<file path="config.mk">
export PLATFORM = sky130hd
export DESIGN_NAME = lmwf_ctrl
export DESIGN_NICKNAME = d
export VERILOG_FILES = /design/src/rtl/core/lmwf_pkg.sv /design/src/rtl/core/lmwf_ctrl.sv
export SDC_FILE = /design/constraint.sdc
export NUM_CORES = 1
export LEC_CHECK = 0
export ABC_CLOCK_PERIOD_IN_PS = 3200
export BUFFER_PORTS_ARGS = -buffer_cell sky130_fd_sc_hd__buf_2
export CAP_MARGIN = 20
export CORE_AREA = 5 5 42 44
export CTS_BUF_LIST = sky130_fd_sc_hd__clkbuf_8
export CTS_CLUSTER_SIZE = 28
export DETAILED_ROUTE_END_ITERATION = 16
export DIE_AREA = 0 0 47 49
export GPL_TIMING_DRIVEN = 0
export REMOVE_ABC_BUFFERS = 1
export SLEW_MARGIN = 20
export SYNTH_ARGS = -nofsm -noshare
export SYNTH_HDL_FRONTEND = slang
export SYNTH_SLANG_ARGS = --single-unit
</file>
<file path="constraint.sdc">
create_clock -name i_clk -period 3.2 [get_ports i_clk]
set_input_delay 0.32 -clock i_clk [delete_from_list [all_inputs] [get_ports i_clk]]
set_output_delay 0.32 -clock i_clk [all_outputs]
set_load 0.05 [all_outputs]
</file>
<file path="src/rtl/core/lmwf_pkg.sv">
`timescale 1ns / 1ps
// ----------------------------------------------------------------------------
// lmwf_pkg
// shared types, register indexes and defaults of the label majority filter
// ----------------------------------------------------------------------------
package lmwf_pkg;

    // fixed field widths
    localparam int FW_BITS       = 12;
    localparam int FH_BITS       = 16;
    localparam int WS_BITS       = 3;
    localparam int LBL_BITS      = 16;
    localparam int CNT_BITS      = 28;
    localparam int CFG_IDX_BITS  = 3;
    localparam int CFG_DATA_BITS = 16;

    // parameter defaults
    localparam int DEF_MAX_WIDTH  = 2048;
    localparam int DEF_MAX_WINDOW = 7;
    localparam int DEF_LABEL_BITS = 16;

    // register indexes
    typedef logic [CFG_IDX_BITS-1:0] t_cfg_idx;
    localparam t_cfg_idx REG_FRAME_WIDTH  = 3'd0;
    localparam t_cfg_idx REG_FRAME_HEIGHT = 3'd1;
    localparam t_cfg_idx REG_WINDOW_SIZE  = 3'd2;
    localparam t_cfg_idx REG_USE_NODATA   = 3'd3;
    localparam t_cfg_idx REG_NODATA_VALUE = 3'd4;

    // item commands
    localparam logic CMD_PIXEL = 1'b0;
    localparam logic CMD_DRAIN = 1'b1;

    typedef struct packed {
        logic                cmd;
        logic [LBL_BITS-1:0] pixel_label;
    } t_in;

    typedef struct packed {
        logic [LBL_BITS-1:0] filtered_label;
        logic                frame_end;
    } t_out;

    typedef enum logic [2:0] {
        ST_IDLE,
        ST_WRITE,
        ST_DECIDE,
        ST_GATHER,
        ST_FLUSH,
        ST_COUNT,
        ST_FINAL,
        ST_DONE
    } t_state;

    // controller to datapath
    typedef struct packed {
        logic take_item;
        logic store_px;
        logic gather_init;
        logic gather_step;
        logic count_init;
        logic count_step;
        logic load_result;
    } t_cmd;

    // datapath to controller
    typedef struct packed {
        logic px_ok;
        logic release_ok;
        logic gather_last;
        logic count_last;
        logic out_free;
    } t_status;

endpackage

</file>
<file path="src/rtl/core/lmwf_ctrl.sv">
`timescale 1ns / 1ps
// ----------------------------------------------------------------------------
// lmwf_ctrl
// sequencer: store, release check, window gather, vote count, result transfer
// ----------------------------------------------------------------------------
module lmwf_ctrl (
    input  logic              i_clk,
    input  logic              i_rst_n,
    input  logic              i_in_valid,
    output logic              o_in_stall,
    output lmwf_pkg::t_cmd    o_cmd,
    input  lmwf_pkg::t_status i_status
);
    import lmwf_pkg::*;

    t_state r_state;
    t_state n_state;

    // state register
    always_ff @(posedge i_clk) begin
        if (!i_rst_n) begin
            r_state <= ST_IDLE;
        end else begin
            r_state <= n_state;
        end
    end

    // next state and commands
    always_comb begin
        n_state    = r_state;
        o_cmd      = '0;
        o_in_stall = 1'b1;
        case (r_state)
            ST_IDLE: begin
                o_in_stall = 1'b0;
                if (i_in_valid) begin
                    o_cmd.take_item = 1'b1;
                    n_state         = ST_WRITE;
                end
            end
            ST_WRITE: begin
                o_cmd.store_px = i_status.px_ok;
                n_state        = ST_DECIDE;
            end
            ST_DECIDE: begin
                if (i_status.release_ok) begin
                    o_cmd.gather_init = 1'b1;
                    n_state           = ST_GATHER;
                end else begin
                    n_state = ST_IDLE;
                end
            end
            ST_GATHER: begin
                o_cmd.gather_step = 1'b1;
                if (i_status.gather_last) begin
                    n_state = ST_FLUSH;
                end
            end
            ST_FLUSH: begin
                o_cmd.count_init = 1'b1;
                n_state          = ST_COUNT;
            end
            ST_COUNT: begin
                o_cmd.count_step = 1'b1;
                if (i_status.count_last) begin
                    n_state = ST_FINAL;
                end
            end
            ST_FINAL: begin
                n_state = ST_DONE;
            end
            ST_DONE: begin
                if (i_status.out_free) begin
                    o_cmd.load_result = 1'b1;
                    n_state           = ST_IDLE;
                end
            end
            default: begin
                n_state = ST_IDLE;
            end
        endcase
    end

endmodule

</file>
==> results summary <==
The flow ran to the end, and the final reports show no timing, DRC or antenna violations. The max-slew violation total from the final report came to 0. The startpoint identified for the worst hold timing path is i_rst_n.

The top fanout value on the critical path came out at 14. The overall power of the completed layout is roughly 210 uW. The maximum count of clock buffers along a single path came out at 2. In this run the static leakage power is ~0.17 nW.

After synthesis, the largest family of logic cells by area is simple AND/OR/NAND/NOR gates. The horizontal die dimension came out at approximately 47 um. The net count of the finished layout is 56.

The signed area change from the synthesized netlist to the final layout came out at 46.0%. The number of nets with antenna violations after routing came out at 0. The weighted congestion reported at the end of routability-driven placement is between 0.6 and 0.7. Yosys instantiated no cell more often than sky130_fd_sc_hd__dfxtp_1. Of the total synthesized cell area, the portion taken by full adders, half adders and majority gates is 0. TritonCTS built the clock tree. In this run the core area contains 14 standard-cell rows. The H-tree level count came out at 1. The length of the first detailed-routing pass in iterations is 4. The largest clock skew in the final design is ~0.0012 ns. The layout cell share with drive strength beyond 1 came out at 0.489. The post-route clock period utilization came out at 0.561. Buffers inserted during clock tree synthesis total 3. The share of the core filled with cells in the final layout came out at 0.278. The maximum operating frequency came out at about 0.56 GHz. The total overflow left after global routing is 0. For this run, the number of standard cells in the final layout without fillers is 63. The root buffer cell chosen for the clock tree is sky130_fd_sc_hd__clkbuf_8. Counting flops and latches in the post-synthesis netlist gives 3. The number of enable flip-flop cells after synthesis is 0.

Summing over every cut layer, the via total after detailed routing is 290. The average size of a mapped cell is about 8.6 sq um. The setup TNS after final layout is 0 ns. The hold buffer count at cts came out at 0. The cell total after placement came out at 59.

The repair_antennas step left the layout with diodes totalling 0. After detailed routing, the number of remaining DRC violations is 0. By startpoint and endpoint, the worst setup path is classified as flip-flop to output pin. The core footprint came out at between 1000 and 1500 sq um. Across every metal layer, demand over resource in global routing totals 0.0725. The warning count from the yosys run is 0. Headroom to the max-slew limit came out at 0.660. The global-route wire length before repair is 1230 um.

STA classifies the critical path endpoint as an output pin. The number of sinks on the clock net is 3. The post-CTS repair timing setup buffer count is 0. Clock-pin slew was measured on the worst setup and hold paths at 0.03 ns. The cell accounting for the most synthesized area is sky130_fd_sc_hd__dfxtp_1. The summed instance area of the synthesized netlist is about 270 sq um. Yosys mapped the design onto 23 distinct sky130hd cell types. The slew at the pin with the worst max-slew slack came out at ~0.5 ns. The worst voltage drop across the vdd grid came out at ~160 uV. The floorplan die height came out at a little under 50 um.

At the worst endpoint, the arrival time is between 1 and 1.5 ns. Measured against the total synthesized area, the mux share comes to 0.0939. The cell area after layout is about 390 sq um. The number of DRC markers after the initial detailed-route iteration is 8. Ranked by flip-flop count, first place goes to r_state. Port buffering added 15 buffers.

The setup-violating endpoint count in the final report came out at 0. The clock period could shrink to around 1.8 ns. The complex-gate fraction of the synthesized area is 0.286. The number of failing hold endpoints at the final stage is 0. The number of antenna violations at the first check in global routing is 0. Setup repair after global routing left no endpoint under its margin. The largest registers in the layout are r_state x3. Of the synthesized area, sequential elements account for 0.225. The required time at the endpoint of the critical path is 2.88 ns. The via count of the first global-routing pass is around 290. The maximum number of pins on one net before global-route repair is 16. Summed over all layers, the routed wires come to a little over 700 um.

The fraction of synthesis flops using an asynchronous set or reset pin came out at 0. For this design the ratio of total power to cell area is between 500 and 600 nW/um^2. The worst register-to-register path begins at r_state[1]$_SDFFE_PN0P_. Across the run, the number of max-cap violations was 0. The cell count after synthesis is 31. The total die area is between 2000 and 2500 sq um. The parity-gate share of the synthesized area counting xor and xnor cells came out at 0.

The critical path launch point type is a flip-flop. The type of the worst min-delay path is input pin to flip-flop. The launching instance or port of the critical path is r_state[0]$_SDFFE_PN0P_.

The dominant register cell in the synthesized netlist is sky130_fd_sc_hd__dfxtp_1. The area after detailed placement is 344 sq um. The wire length per cell after detailed routing is between 10 and 15 um. The starting density of the core came out at 0.190. The fraction of post-synthesis cell area in the top cell type by area came out at 0.225. After clock tree synthesis, the repair step resized 0 gates.

The top-level I/O count came out at 16. For the worst-skew pair, the clock arrives at the later sink with an insertion delay of 0.22 ns. The post-detailed-route via-to-cell ratio came out at between 4 and 5. After synthesis, the cell types taking the most area are sky130_fd_sc_hd__dfxtp_1 23%, sky130_fd_sc_hd__o31ai_4 8.0%, sky130_fd_sc_hd__a21oi_2 6.6%. The simple-gate area share of the yosys netlist is 0.315. The register with the most flip-flops in the layout has 3 of them.
==> cell usage in the layout (no fill, tap or decap), types with 2 or more instances in the layout <==
| cell type | n |
|---|---|
| sky130_fd_sc_hd__a21oi_2 | 2 |
| sky130_fd_sc_hd__buf_2 | 15 |
| sky130_fd_sc_hd__clkbuf_8 | 3 |
| sky130_fd_sc_hd__dfxtp_1 | 3 |
| sky130_fd_sc_hd__inv_1 | 2 |
| sky130_fd_sc_hd__nand2_1 | 2 |
| sky130_fd_sc_hd__nand3_1 | 2 |
| sky130_fd_sc_hd__nor3_1 | 2 |
| sky130_fd_sc_hd__nor3b_1 | 2 |
==> per-stage QoR <==
stage	hold slack [ns]	worst slack [ns]
final	0.358	1.40
after detailed placement	0.587	1.64
after global placement	0.581	1.65
after floorplan	0.430	0.781
after global routing	0.362	1.30
after CTS	0.357	1.40
==> report_power, final <==
| group | leakage, nW | switching [mW] | internal [mW] |
|---|---|---|---|
| clock network | 0.0269 | 0.0265 | 0.0818 |
| registers | 0.0246 | 0.0104 | 0.0403 |
| logic | 0.117 | 0.0302 | 0.0172 |
==> layer usage <==
metal  share of wire  vias to the layer above  GRT usage
li1                -                      147          -
met1            0.48                      128      0.101
met2            0.44                       15     0.0860
met3           0.081                        0     0.0148
met4               0                        0     0.0691
met5               0                        -          0
==> area by class of cell <==
class | instances | area (sq um)
Tap cell | 16 | 20.0
Fill cell | 165 | 1010
Inverter | 1 | 3.75
Clock buffer | 3 | 41.3
Clock inverter | 1 | 3.75
Sequential cell | 3 | 60.1
Multi-Input combinational cell | 24 | 185
Timing Repair Buffer | 15 | 75.1
==> final timing paths <==
| path | end | slack, ns | depth (start not counted) |
|---|---|---|---|
| max reg2reg | r_state[0]$_SDFFE_PN0P_ | 1.87 | 3 |
| max | o_cmd[0] | 1.40 | 3 |
| min | r_state[0]$_SDFFE_PN0P_ | 0.36 | 3 |
| min reg2reg | r_state[2]$_SDFFE_PN0P_ | 0.62 | 2 |
==> cells by family after synthesis <==
kind of cell | count (synthesis)
buffers and inverters | 4
and+or+nand+nor | 14
muxes | 2
DFF | 3
AOI/OAI and AO/OA | 8
==> critical path, stage by stage (launching register included) <==
cell and delay, ns:
sky130_fd_sc_hd__dfxtp_1 0.63, sky130_fd_sc_hd__nand3_1 0.23, sky130_fd_sc_hd__nor2_1 0.13, sky130_fd_sc_hd__buf_2 0.27
Power figures use the tool's default switching activity.
